===== src/pkwin_pkg.sv =====
`timescale 1ns / 1ps

package pkwin_pkg;

    // Configuration register indexes
    typedef enum logic [1:0] {
        CFG_NUM_SIGNALS     = 2'd0,
        CFG_BASELINE_OFFSET = 2'd1,
        CFG_INVERSE_GAIN    = 2'd2,
        CFG_WINDOW_LENGTH   = 2'd3
    } cfg_reg_t;

    // Byte position inside a three-byte group
    localparam logic [1:0] PH_LOW  = 2'd0;
    localparam logic [1:0] PH_MID  = 2'd1;
    localparam logic [1:0] PH_HIGH = 2'd2;

    localparam int SAMPLE_W = 12;
    localparam int DIFF_W   = SAMPLE_W + 1;
    localparam int GAIN_W   = 24;
    localparam int PHYS_W   = 37;
    localparam int POS_W    = 16;
    localparam int WIN_W    = 20;
    localparam int CFG_W    = 24;

    // Decoded channel-0 sample with its window tags
    typedef struct packed {
        logic signed [SAMPLE_W-1:0] raw;
        logic signed [DIFF_W-1:0]   diff;
        logic [POS_W-1:0]           position;
        logic                       last;
        logic [WIN_W-1:0]           number;
    } sample_t;

endpackage


===== src/packed_12bit_sample_windower.sv =====
`timescale 1ns / 1ps
// Channel | Signals                    | Payload
// --------+----------------------------+----------------------------------------
// cfg     | cfg_valid / cfg_ready      | cfg_index, cfg_data
// in      | in_valid / in_ready        | data_byte, record_start
// out     | out_valid / out_ready      | raw_sample, physical_value,
//         |                            | window_position, window_last, window_number
//
// One byte per cycle while in_ready is high. A channel-0 sample reaches the output
// through the unpack/counter register, then the multiply register.
// Reset clears byte phase and all counters; registers return to their defaults.
// A stalled output holds both stages; in_ready drops only when both are full.
// cfg_ready is always high.

module packed_12bit_sample_windower #(
    parameter int MAX_CHANNELS = 16,
    parameter int MAX_WINDOW   = 65535
) (
    input  logic                                  clk,
    input  logic                                  rst_n,
    input  logic                                  cfg_valid,
    output logic                                  cfg_ready,
    input  pkwin_pkg::cfg_reg_t                   cfg_index,
    input  logic [pkwin_pkg::CFG_W-1:0]           cfg_data,
    input  logic                                  in_valid,
    output logic                                  in_ready,
    input  logic [7:0]                            data_byte,
    input  logic                                  record_start,
    output logic                                  out_valid,
    input  logic                                  out_ready,
    output logic signed [pkwin_pkg::SAMPLE_W-1:0] raw_sample,
    output logic signed [pkwin_pkg::PHYS_W-1:0]   physical_value,
    output logic [pkwin_pkg::POS_W-1:0]           window_position,
    output logic                                  window_last,
    output logic [pkwin_pkg::WIN_W-1:0]           window_number
);
    import pkwin_pkg::*;

    localparam int CH_W  = (MAX_CHANNELS > 1) ? $clog2(MAX_CHANNELS) : 1;
    localparam int CNT_W = ($clog2(MAX_CHANNELS + 1) > 5) ? $clog2(MAX_CHANNELS + 1) : 5;
    localparam int WL_W  = ($clog2(MAX_WINDOW + 1) > POS_W) ? $clog2(MAX_WINDOW + 1) : POS_W;
    localparam logic [CNT_W-1:0] MAX_CH_V = CNT_W'(MAX_CHANNELS);
    localparam logic [WL_W-1:0]  MAX_WL_V = WL_W'(MAX_WINDOW);

    logic [4:0]                 num_signals_reg;
    logic signed [SAMPLE_W-1:0] baseline_reg;
    logic [GAIN_W-1:0]          gain_reg;
    logic [POS_W-1:0]           window_length_reg;

    logic [CNT_W-1:0] num_ext;
    logic [CNT_W-1:0] chans;
    logic [WL_W-1:0]  len_ext;
    logic [WL_W-1:0]  len_clip;
    logic [POS_W-1:0] len;
    logic [POS_W-1:0] len_m1;

    logic    s1_valid;
    logic    s1_ready;
    sample_t s1_data;

    assign cfg_ready = 1'b1;

    always_ff @(posedge clk or negedge rst_n)
    begin
        if (!rst_n)
        begin
            num_signals_reg   <= 5'd2;
            baseline_reg      <= '0;
            gain_reg          <= GAIN_W'(65536);
            window_length_reg <= POS_W'(256);
        end
        else if (cfg_valid)
        begin
            unique case (cfg_index)
                CFG_NUM_SIGNALS:     num_signals_reg   <= cfg_data[4:0];
                CFG_BASELINE_OFFSET: baseline_reg      <= cfg_data[SAMPLE_W-1:0];
                CFG_INVERSE_GAIN:    gain_reg          <= cfg_data[GAIN_W-1:0];
                CFG_WINDOW_LENGTH:   window_length_reg <= cfg_data[POS_W-1:0];
            endcase
        end
    end

    // clamp channel count and window length into their legal ranges
    always_comb
    begin
        num_ext = CNT_W'(num_signals_reg);
        if (num_ext == '0)
        begin
            chans = CNT_W'(1);
        end
        else if (num_ext > MAX_CH_V)
        begin
            chans = MAX_CH_V;
        end
        else
        begin
            chans = num_ext;
        end

        len_ext = WL_W'(window_length_reg);
        if (len_ext == '0)
        begin
            len_clip = WL_W'(1);
        end
        else if (len_ext > MAX_WL_V)
        begin
            len_clip = MAX_WL_V;
        end
        else
        begin
            len_clip = len_ext;
        end
        len    = len_clip[POS_W-1:0];
        len_m1 = len - POS_W'(1);
    end

    pkwin_unpack #(
        .CH_W  (CH_W),
        .CNT_W (CNT_W)
    ) u_unpack (
        .clk          (clk),
        .rst_n        (rst_n),
        .in_valid     (in_valid),
        .in_ready     (in_ready),
        .data_byte    (data_byte),
        .record_start (record_start),
        .chans        (chans),
        .len          (len),
        .baseline     (baseline_reg),
        .s1_valid     (s1_valid),
        .s1_ready     (s1_ready),
        .s1_data      (s1_data)
    );

    pkwin_scale u_scale (
        .clk             (clk),
        .rst_n           (rst_n),
        .s1_valid        (s1_valid),
        .s1_ready        (s1_ready),
        .s1_data         (s1_data),
        .gain            (gain_reg),
        .out_valid       (out_valid),
        .out_ready       (out_ready),
        .raw_sample      (raw_sample),
        .physical_value  (physical_value),
        .window_position (window_position),
        .window_last     (window_last),
        .window_number   (window_number)
    );

    a_last_at_end: assert property (@(posedge clk) disable iff (!rst_n)
        out_valid && window_last |-> window_position == len_m1)
        else $error("window_last away from window end");

    a_pos_in_window: assert property (@(posedge clk) disable iff (!rst_n)
        out_valid |-> window_position <= len_m1)
        else $error("window_position beyond window length");

    a_first_byte_no_result: assert property (@(posedge clk) disable iff (!rst_n)
        in_valid && in_ready && record_start && !s1_valid |=> !s1_valid)
        else $error("result from the first byte of a record");

endmodule


===== src/pkwin_unpack.sv =====
`timescale 1ns / 1ps

module pkwin_unpack #(
    parameter int CH_W  = 4,
    parameter int CNT_W = 5
) (
    input  logic                                  clk,
    input  logic                                  rst_n,
    input  logic                                  in_valid,
    output logic                                  in_ready,
    input  logic [7:0]                            data_byte,
    input  logic                                  record_start,
    input  logic [CNT_W-1:0]                      chans,
    input  logic [pkwin_pkg::POS_W-1:0]           len,
    input  logic signed [pkwin_pkg::SAMPLE_W-1:0] baseline,
    output logic                                  s1_valid,
    input  logic                                  s1_ready,
    output pkwin_pkg::sample_t                    s1_data
);
    import pkwin_pkg::*;

    logic [1:0]       phase_reg;
    logic [1:0]       phase_next;
    logic [7:0]       held_low_reg;
    logic [7:0]       held_mid_reg;
    logic [CH_W-1:0]  ch_reg;
    logic [POS_W-1:0] pos_reg;
    logic [WIN_W-1:0] win_reg;
    logic             s1_valid_reg;
    sample_t          s1_data_reg;

    logic [1:0]          phase;
    logic [CH_W-1:0]     ch_cur;
    logic [POS_W-1:0]    pos_cur;
    logic [WIN_W-1:0]    win_cur;
    logic                is_sample;
    logic signed [SAMPLE_W-1:0] raw;
    logic                ch0;
    logic [POS_W-1:0]    len_m1;
    logic [POS_W-1:0]    pos_clip;
    logic                last;
    logic [CNT_W-1:0]    ch_inc;
    logic [CH_W-1:0]     ch_wrap;
    logic                in_fire;
    logic                emit;

    assign in_ready = !s1_valid_reg || s1_ready;
    assign in_fire  = in_valid && in_ready;

    always_comb
    begin
        // record start clears the counters before this byte is taken
        phase   = record_start ? PH_LOW : phase_reg;
        ch_cur  = record_start ? '0 : ch_reg;
        pos_cur = record_start ? '0 : pos_reg;
        win_cur = record_start ? '0 : win_reg;

        is_sample  = 1'b0;
        raw        = '0;
        phase_next = PH_MID;
        unique case (phase)
            PH_MID:
            begin
                raw        = {data_byte[3:0], held_low_reg};
                is_sample  = 1'b1;
                phase_next = PH_HIGH;
            end
            PH_HIGH:
            begin
                raw        = {data_byte, held_mid_reg[7:4]};
                is_sample  = 1'b1;
                phase_next = PH_LOW;
            end
            default:
            begin
                phase_next = PH_MID;
            end
        endcase

        ch0      = (ch_cur == '0);
        len_m1   = len - POS_W'(1);
        pos_clip = (pos_cur >= len) ? len_m1 : pos_cur;
        last     = (pos_clip == len_m1);
        ch_inc   = CNT_W'(ch_cur) + CNT_W'(1);
        ch_wrap  = (ch_inc >= chans) ? '0 : ch_inc[CH_W-1:0];
        emit     = is_sample && ch0;
    end

    always_ff @(posedge clk or negedge rst_n)
    begin
        if (!rst_n)
        begin
            phase_reg    <= PH_LOW;
            held_low_reg <= '0;
            held_mid_reg <= '0;
            ch_reg       <= '0;
            pos_reg      <= '0;
            win_reg      <= '0;
            s1_valid_reg <= 1'b0;
        end
        else
        begin
            if (in_ready)
            begin
                s1_valid_reg <= in_fire && emit;
            end
            if (in_fire)
            begin
                phase_reg <= phase_next;
                if (phase == PH_MID)
                begin
                    held_mid_reg <= data_byte;
                end
                else if (phase != PH_HIGH)
                begin
                    held_low_reg <= data_byte;
                end
                ch_reg <= is_sample ? ch_wrap : ch_cur;
                if (emit)
                begin
                    pos_reg <= last ? '0 : pos_clip + POS_W'(1);
                    win_reg <= last ? win_cur + WIN_W'(1) : win_cur;
                end
                else
                begin
                    pos_reg <= pos_cur;
                    win_reg <= win_cur;
                end
            end
        end
    end

    always_ff @(posedge clk)
    begin
        if (in_fire)
        begin
            s1_data_reg.raw      <= raw;
            s1_data_reg.diff     <= {raw[SAMPLE_W-1], raw} - {baseline[SAMPLE_W-1], baseline};
            s1_data_reg.position <= pos_clip;
            s1_data_reg.last     <= last;
            s1_data_reg.number   <= win_cur;
        end
    end

    assign s1_valid = s1_valid_reg;
    assign s1_data  = s1_data_reg;

endmodule


===== src/pkwin_scale.sv =====
`timescale 1ns / 1ps

module pkwin_scale (
    input  logic                                  clk,
    input  logic                                  rst_n,
    input  logic                                  s1_valid,
    output logic                                  s1_ready,
    input  pkwin_pkg::sample_t                    s1_data,
    input  logic [pkwin_pkg::GAIN_W-1:0]          gain,
    output logic                                  out_valid,
    input  logic                                  out_ready,
    output logic signed [pkwin_pkg::SAMPLE_W-1:0] raw_sample,
    output logic signed [pkwin_pkg::PHYS_W-1:0]   physical_value,
    output logic [pkwin_pkg::POS_W-1:0]           window_position,
    output logic                                  window_last,
    output logic [pkwin_pkg::WIN_W-1:0]           window_number
);
    import pkwin_pkg::*;

    localparam int PROD_W = DIFF_W + GAIN_W + 1;

    logic                       out_valid_reg;
    logic signed [SAMPLE_W-1:0] raw_reg;
    logic signed [PHYS_W-1:0]   phys_reg;
    logic [POS_W-1:0]           pos_reg;
    logic                       last_reg;
    logic [WIN_W-1:0]           num_reg;
    logic signed [PROD_W-1:0]   prod;
    logic                       load;

    assign load     = !out_valid_reg || out_ready;
    assign s1_ready = load;

    // 13-bit signed times 24-bit unsigned; product fits in 37 bits
    assign prod = s1_data.diff * $signed({1'b0, gain});

    always_ff @(posedge clk or negedge rst_n)
    begin
        if (!rst_n)
        begin
            out_valid_reg <= 1'b0;
        end
        else if (load)
        begin
            out_valid_reg <= s1_valid;
        end
    end

    always_ff @(posedge clk)
    begin
        if (load && s1_valid)
        begin
            raw_reg  <= s1_data.raw;
            phys_reg <= prod[PHYS_W-1:0];
            pos_reg  <= s1_data.position;
            last_reg <= s1_data.last;
            num_reg  <= s1_data.number;
        end
    end

    assign out_valid       = out_valid_reg;
    assign raw_sample      = raw_reg;
    assign physical_value  = phys_reg;
    assign window_position = pos_reg;
    assign window_last     = last_reg;
    assign window_number   = num_reg;

endmodule


===== config.mk =====
export PLATFORM = sky130hd
export DESIGN_NAME = packed_12bit_sample_windower
export DESIGN_NICKNAME = d
export VERILOG_FILES = /design/src/pkwin_pkg.sv /design/src/packed_12bit_sample_windower.sv /design/src/pkwin_unpack.sv /design/src/pkwin_scale.sv
export SDC_FILE = /design/constraint.sdc
export NUM_CORES = 1
export LEC_CHECK = 0
export ABC_AREA = 1
export BUFFER_PORTS_ARGS = -buffer_cell sky130_fd_sc_hd__buf_2
export CAP_MARGIN = 20
export CORE_MARGIN = 2
export CORE_UTILIZATION = 50
export DETAILED_ROUTE_END_ITERATION = 8
export HOLD_SLACK_MARGIN = 0.08
export PLACE_DENSITY = 0.78
export SLEW_MARGIN = 30
export SYNTH_ARGS = -nofsm -noshare
export SYNTH_HDL_FRONTEND = slang
export SYNTH_SLANG_ARGS = --single-unit
export TNS_END_PERCENT = 30

===== constraint.sdc =====
create_clock -name clk -period 16.05 [get_ports clk]
set_input_delay 3.21 -clock clk [delete_from_list [all_inputs] [get_ports clk]]
set_output_delay 3.21 -clock clk [all_outputs]
set_load 0.01 [all_outputs]

==> metrics, run 1 <==
IO Count=between 100 and 150; Max Root-Sink Buffers=3; syn_nets=between 2k and 3k; M1 WL=21800 microns; TritonCTS Sinks=261; max-cap violation count=0; fmax=approximately 130 MHz; Post-synth EDFFs=148; detail-routed via count per cell=5.30; max reg flops=62; routability congestion estimate from global placement=about 0.91; maximum fanout along the worst path=30; Reg2Reg Depth=19; post-DP HPWL=roughly 41000 microns; Synth Flop Type=edfxtp_1; initial drt markers=between 1k and 1.5k; CTS tree=built; FP Rows=77; vias in the first global route=between 15k and 20k; sequential cell area fraction in the yosys report=about 32%; Setup Skew=0.0117 ns; Core Util, Final=55.6%; warnings from Yosys=0; remaining antenna violation count=0; Fillers=3855; area delta synth->final=9.38%; Worst setup SP type=primary input; drt drc=0; initial core utilization=between 50% and 60%; Avg Cell Area, Syn=about 9 sq um; CP endpoint kind=register; Via Count=roughly 17k; period utilisation layout=roughly 47%; Horiz. Die Dim=about 220 microns; largest net degree at the start of global routing=between 80 and 90; endpoints failing hold=0; top post-synthesis cells by area=fa_1 (22%), edfxtp_1 (20%), dfrtp_1 (12%), nand2_1 (11%), ha_1 (8.6%); layout net count=3057; Reg-to-Reg Start=u_unpack.s1_data[49]; flops & latches, synth=261; H-tree levels=1; critical setup path kind=primary input to register; Num CTS Buffers=30; Overflow after GRT=0; layout cell share with drive strength beyond 1=between 10 and 15%; Cells after Synth=roughly 2.5k; CTS Hold Buffers Added=0; WL per Instance=16.5 microns; Die Y=about 220 microns; drt pass-1 iters=6; slew margin rel.=a little under a third; Worst Setup EP=u_unpack.win_reg[7]; post-layout minimum cycle time=about 7.5 ns; Worst-path clk slew=about 0.070 ns; clock latency on the worst-skew pair=0.60 ns; Post-Route Setup TNS=0 ns; worst r2r dst=u_scale.physical_value[35]; Root Driver=clkbuf_16; Hold WC Path Type=register to register; Final setup viols=0; gr usage total=23.4%; WP data required=16.54 ns; core footprint=around 44000 sq um; RSZ-0062 raised after global routing=false; Syn Std Cell Area=22500 sq um; worst hold stages=0; highest routed metal layer=met5; Post CTS Setup Buffer Count=0; initial antenna violation count=5; PortBufs=127; post-cts gate resize count=0; CP arrival=7.97 ns; full die area=46700 sq um; number of distinct library cells after synthesis=50; global-route wire length before repair=89000 microns; met2 WL post-DR=around 26000 microns; final wirelength=about 53000 microns; status=finished clean; most area-hungry cell type in the Yosys netlist=fa_1; commonest cells after routing, fill and taps aside=nand2_1 (643), inv_1 (494), fa_1 (243); Yosys top cell area share=between 20% and 30%; Final Max Slew Viols=0; Reg2Reg Setup Slack=around 9.1 ns; asr flop ratio synth=about 43%; commonest non-fill, non-tap cell in the layout=nand2_1; WL met3=~4200 microns; CP startpoint=record_start; Worst-Margin Slew=1.04 ns
## worst min-delay path by stage
stage | startpoint | to | slack [ns]
final | u_unpack.s1_data[21] | u_scale.window_position[0] | 0.41
after global routing | u_unpack.s1_data[60] | u_scale.raw_sample[10] | 0.43
after CTS | u_unpack.s1_data[21] | u_scale.window_position[0] | 0.41
after detailed placement | u_unpack.s1_data[61] | u_scale.raw_sample[11] | 0.40
after global placement | u_unpack.s1_data[54] | u_scale.raw_sample[4] | 0.40
after floorplan | u_unpack.s1_data[50] | u_scale.raw_sample[0] | 0.40
## cells by family after synthesis
family / after synthesis / synth area share [%]
xor gates and xnor gates: 60 / 2.33
other: 1 / 0.0167
DFF: 261 / 32.3
adders and majority gates: 398 / 30.2
muxes: 10 / 0.500
buffers and inverters: 599 / 10.3
and+or+nand+nor: 991 / 18.9
AOI/OAI and AO/OA: 224 / 5.39
## worst max-delay path: stages
cell	delay, ns
buf_2	0.37
inv_2	0.32
nand2_1	0.23
inv_1	0.12
ha_1	0.33
a21oi_1	0.16
nor2_1	0.05
nor2_1	0.09
nand2_1	0.07
nand2_2	0.22
nand3_2	0.56
inv_2	0.56
nand2_1	0.13
o21ai_1	0.16
nor2_1	0.06
nand2_1	0.10
nor2_2	0.07
nand2_2	0.44
inv_2	0.38
nand2_1	0.15
nand2_1	0.06
nand2_1	0.05
inv_1	0.04
## per-layer routing
metal  up-vias  GRT usage, %
li1       8032             -
met1      8270          30.4
met2       698          39.8
met3       134          4.38
met4         6          6.92
met5         -             0
## synthesized netlist by cell type (3+ instances only)
master	count
nand2_1	644
inv_1	495
fa_1	243
ha_1	155
edfxtp_1	148
nor2_1	134
dfrtp_1	110
a21oi_1	98
nand3_1	96
o21ai_0	89
clkbuf_1	75
xor2_1	43
nand4_1	42
xnor2_1	17
nand2_2	14
nor2_2	11
nor3_1	11
mux2_2	10
nor2_4	10
inv_2	9
buf_6	8
buf_2	7
or2_2	7
o21ai_1	6
a31oi_1	5
nand3b_1	5
o21bai_1	5
nor4_1	4
o22ai_1	4
a21boi_0	3
buf_4	3
dfstp_2	3
nand3_2	3
nor3_2	3
o21a_1	3
## final cells by class
class / count / area [sq um] / share of cell area, %
Clock inverter: 20 / 220 / 0.894
Antenna cell: 2 / 5.00 / 0.0203
Inverter: 504 / 1890 / 7.69
Multi-Input combinational cell: 1684 / 12900 / 52.5
Clock buffer: 36 / 803 / 3.26
Timing Repair Buffer: 138 / 758 / 3.08
Tap cell: 592 / 741 / 3.01
Sequential cell: 261 / 7280 / 29.5
## metrics by stage
| step | hold slack [ns] | std cells | setup slack (ns) | instance area, sq um |
|---|---|---|---|---|
| 2_1_floorplan | 0.400 | 2544 | 8.08 | 22500 |
| 3_3_place_gp | 0.403 | 3172 | 7.95 | 23500 |
| 6_report | 0.413 | 3237 | 8.57 | 24600 |
| 4_1_cts | 0.414 | 3229 | 8.69 | 24500 |
| 3_5_place_dp | 0.405 | 3173 | 8.06 | 23500 |
| 5_1_grt | 0.430 | 3237 | 8.07 | 24600 |
Power of run 1 is left out: the tool's default activity adds up to more than one toggle a clock period on the data nets, which glitch-free logic cannot reach.
==> inputs of run 2 (changes only) <==
PLACE_DENSITY = 0.81   (was 0.78)
clock period = 6.4 ns   (was 16.05 ns; I/O delays follow)
==> run 2 against run 1 <==
  * Die area is the same
  * Sequential cell count is the same
  * Final cell count grew 1.0%
  * Clock skew grew 0.0053 ns
  * First-iteration DRC count grew 1.9%
  * Wire length grew 3.5%
  * Count of clock-buffer cells in the layout is the same
  * Critical path depth shrank 2
  * Critical endpoint is now u_scale.physical_value[36]
  * Setup slack lost 8.2 ns
  * Highest routed layer unchanged
==> metrics, run 2 (synthesis gave the netlist of run 1 again) <==
routability congestion estimate from global placement=0.894 (-1.3%); Fillers=3837 (-0.47%); global-route wire length before repair=90300 microns (+1.4%); clock latency on the worst-skew pair=0.60 ns (about the same); period utilisation layout=between 90% and 100%; endpoints failing hold=0 (unchanged); TritonCTS Sinks=261 (unchanged); max reg flops=62 (unchanged); n_diodes=0 (-2); Worst-Margin Slew=0.731 ns (-0.313 ns); maximum fanout along the worst path=7 (-77%); post-DP HPWL=41900 microns (+3.4%); register area=7280 sq um (unchanged); Hold WS=0.414 ns (+0.00121 ns); Placed Cells=3211 (+1.2%); area delta synth->final=10.5%; commonest cells after routing, fill and taps aside=nand2_1 (644), inv_1 (494), fa_1 (243); CTS Hold Buffers Added=0 (unchanged); drt drc=0 (unchanged); post-cts gate resize count=0 (unchanged); status=finished clean; Hold WC Path Type=register to register; initial core utilization=50.8% (unchanged); critical setup path kind=register to register; slowest library cell on the worst path=fa_1; max incr delay on CP=0.54 ns (-0.02 ns); CP arrival=6.40 ns (-1.57 ns); Root Driver=clkbuf_16; Overflow after GRT=0 (unchanged); area occupied by multi-input gates=12900 sq um (about the same); Final Max Slew Viols=0 (unchanged); M1 GR Usage=31.3% (+0.85 points); Setup Skew=0.0170 ns (+0.00528 ns); remaining antenna violation count=0 (unchanged); Final setup viols=0 (unchanged); drt pass-1 iters=5 (-1); CTS tree=built; Worst Slack Setup Final=0.344 ns (-8.23 ns); pre-CTS setup slack=0.141 ns (-7.91 ns); WL per Instance=16.9 microns (+2.5%); Die Y=216 microns (unchanged); RSZ-0062 raised after global routing=false; slew margin rel.=51.3% (+21 points); layout net count=3091 (+1.1%); commonest non-fill, non-tap cell in the layout=nand2_1; CP dominant cell by count=fa_1; IO Count=129 (unchanged); initial antenna violation count=3 (-2); Horiz. Die Dim=216 microns (unchanged); H-tree levels=1 (unchanged); Post-Route Setup TNS=0 ns (unchanged); CP endpoint kind=register; Post CTS Setup Buffer Count=0 (unchanged); FP Rows=77 (unchanged); Via Count=17.4k (+1.4%); gr usage total=23.8% (+0.48 points); Num CTS Buffers=31 (+3.3%); worst path cell trace=buf_4, nand2_1, inv_1, fa_1, inv_1, fa_1, inv_1, fa_1, fa_1, fa_1, ha_1, ha_1, a21oi_1, a21boi_0, o21ai_1, a21boi_0, buf_4, o21ai_0, nand2_1, nand3_1, xor2_1; global route hottest layer=met2; post-route insts no fill=3270 (+1.0%); Crit path max-delay family=adder cells; met2 GRT Util=40.1% (+0.25 points); fmax=165 MHz; detail-routed via count per cell=5.31 (+0.35%); max-cap violation count=0 (unchanged); WP data required=6.74 ns (-9.80 ns); Max Root-Sink Buffers=3 (unchanged); post-layout minimum cycle time=between 6 and 7 ns; largest net degree at the start of global routing=86 (+1.2%); initial drt markers=1485 (+1.9%); final wirelength=55300 microns (+3.5%); Worst setup SP type=register; vias in the first global route=18.1k (+2.8%); layout cell share with drive strength beyond 1=11.5% (+1.2 points); full die area=46700 sq um (unchanged); Worst-path clk slew=0.06 ns (about the same); PortBufs=127 (unchanged); Buf/Inv on CP=5 (-1); M3 GR Usage=4.53% (+0.15 points); core footprint=44300 sq um (unchanged)
-- run 2: area by class of cell --
cell class,count,share of cell area [%]
Clock buffer,36,3.23
Clock inverter,22,0.976
Inverter,504,7.61
Multi-Input combinational cell,1684,52.0
Sequential cell,261,29.2
Tap cell,592,2.98
Timing Repair Buffer,171,3.96
-- run 2: final timing paths --
check	startpoint	end	slack (ns)	depth (start not counted)
max	u_unpack.s1_data[40]	u_scale.physical_value[36]	0.34	21
min	u_unpack.s1_data[22]	u_scale.window_position[1]	0.41	0
max reg2reg	u_unpack.s1_data[40]	u_scale.physical_value[36]	0.34	21
min reg2reg	u_unpack.s1_data[22]	u_scale.window_position[1]	0.41	0
max in group asynchronous	rst_n	gain_reg[16]	4.63	2
min in group asynchronous	rst_n	u_unpack.win_reg[13]	0.69	1
-- run 2: stage by stage --
stage                     util [%]  cell area, sq um
final                         56.1             24900
after global routing          56.1             24900
after CTS                     56.1             24800
after detailed placement      53.7             23800
after global placement        53.7             23800
after floorplan                  -             22500
-- run 2: per-layer routing --
| layer | routed length, microns | up-vias |
|---|---|---|
| met5 | 43 | - |
| met4 | 1620 | 6 |
| met3 | 4360 | 130 |
| met2 | 26600 | 723 |
| met1 | 22700 | 8415 |
| li1 | - | 8101 |
Power of run 2 is left out for the same reason.
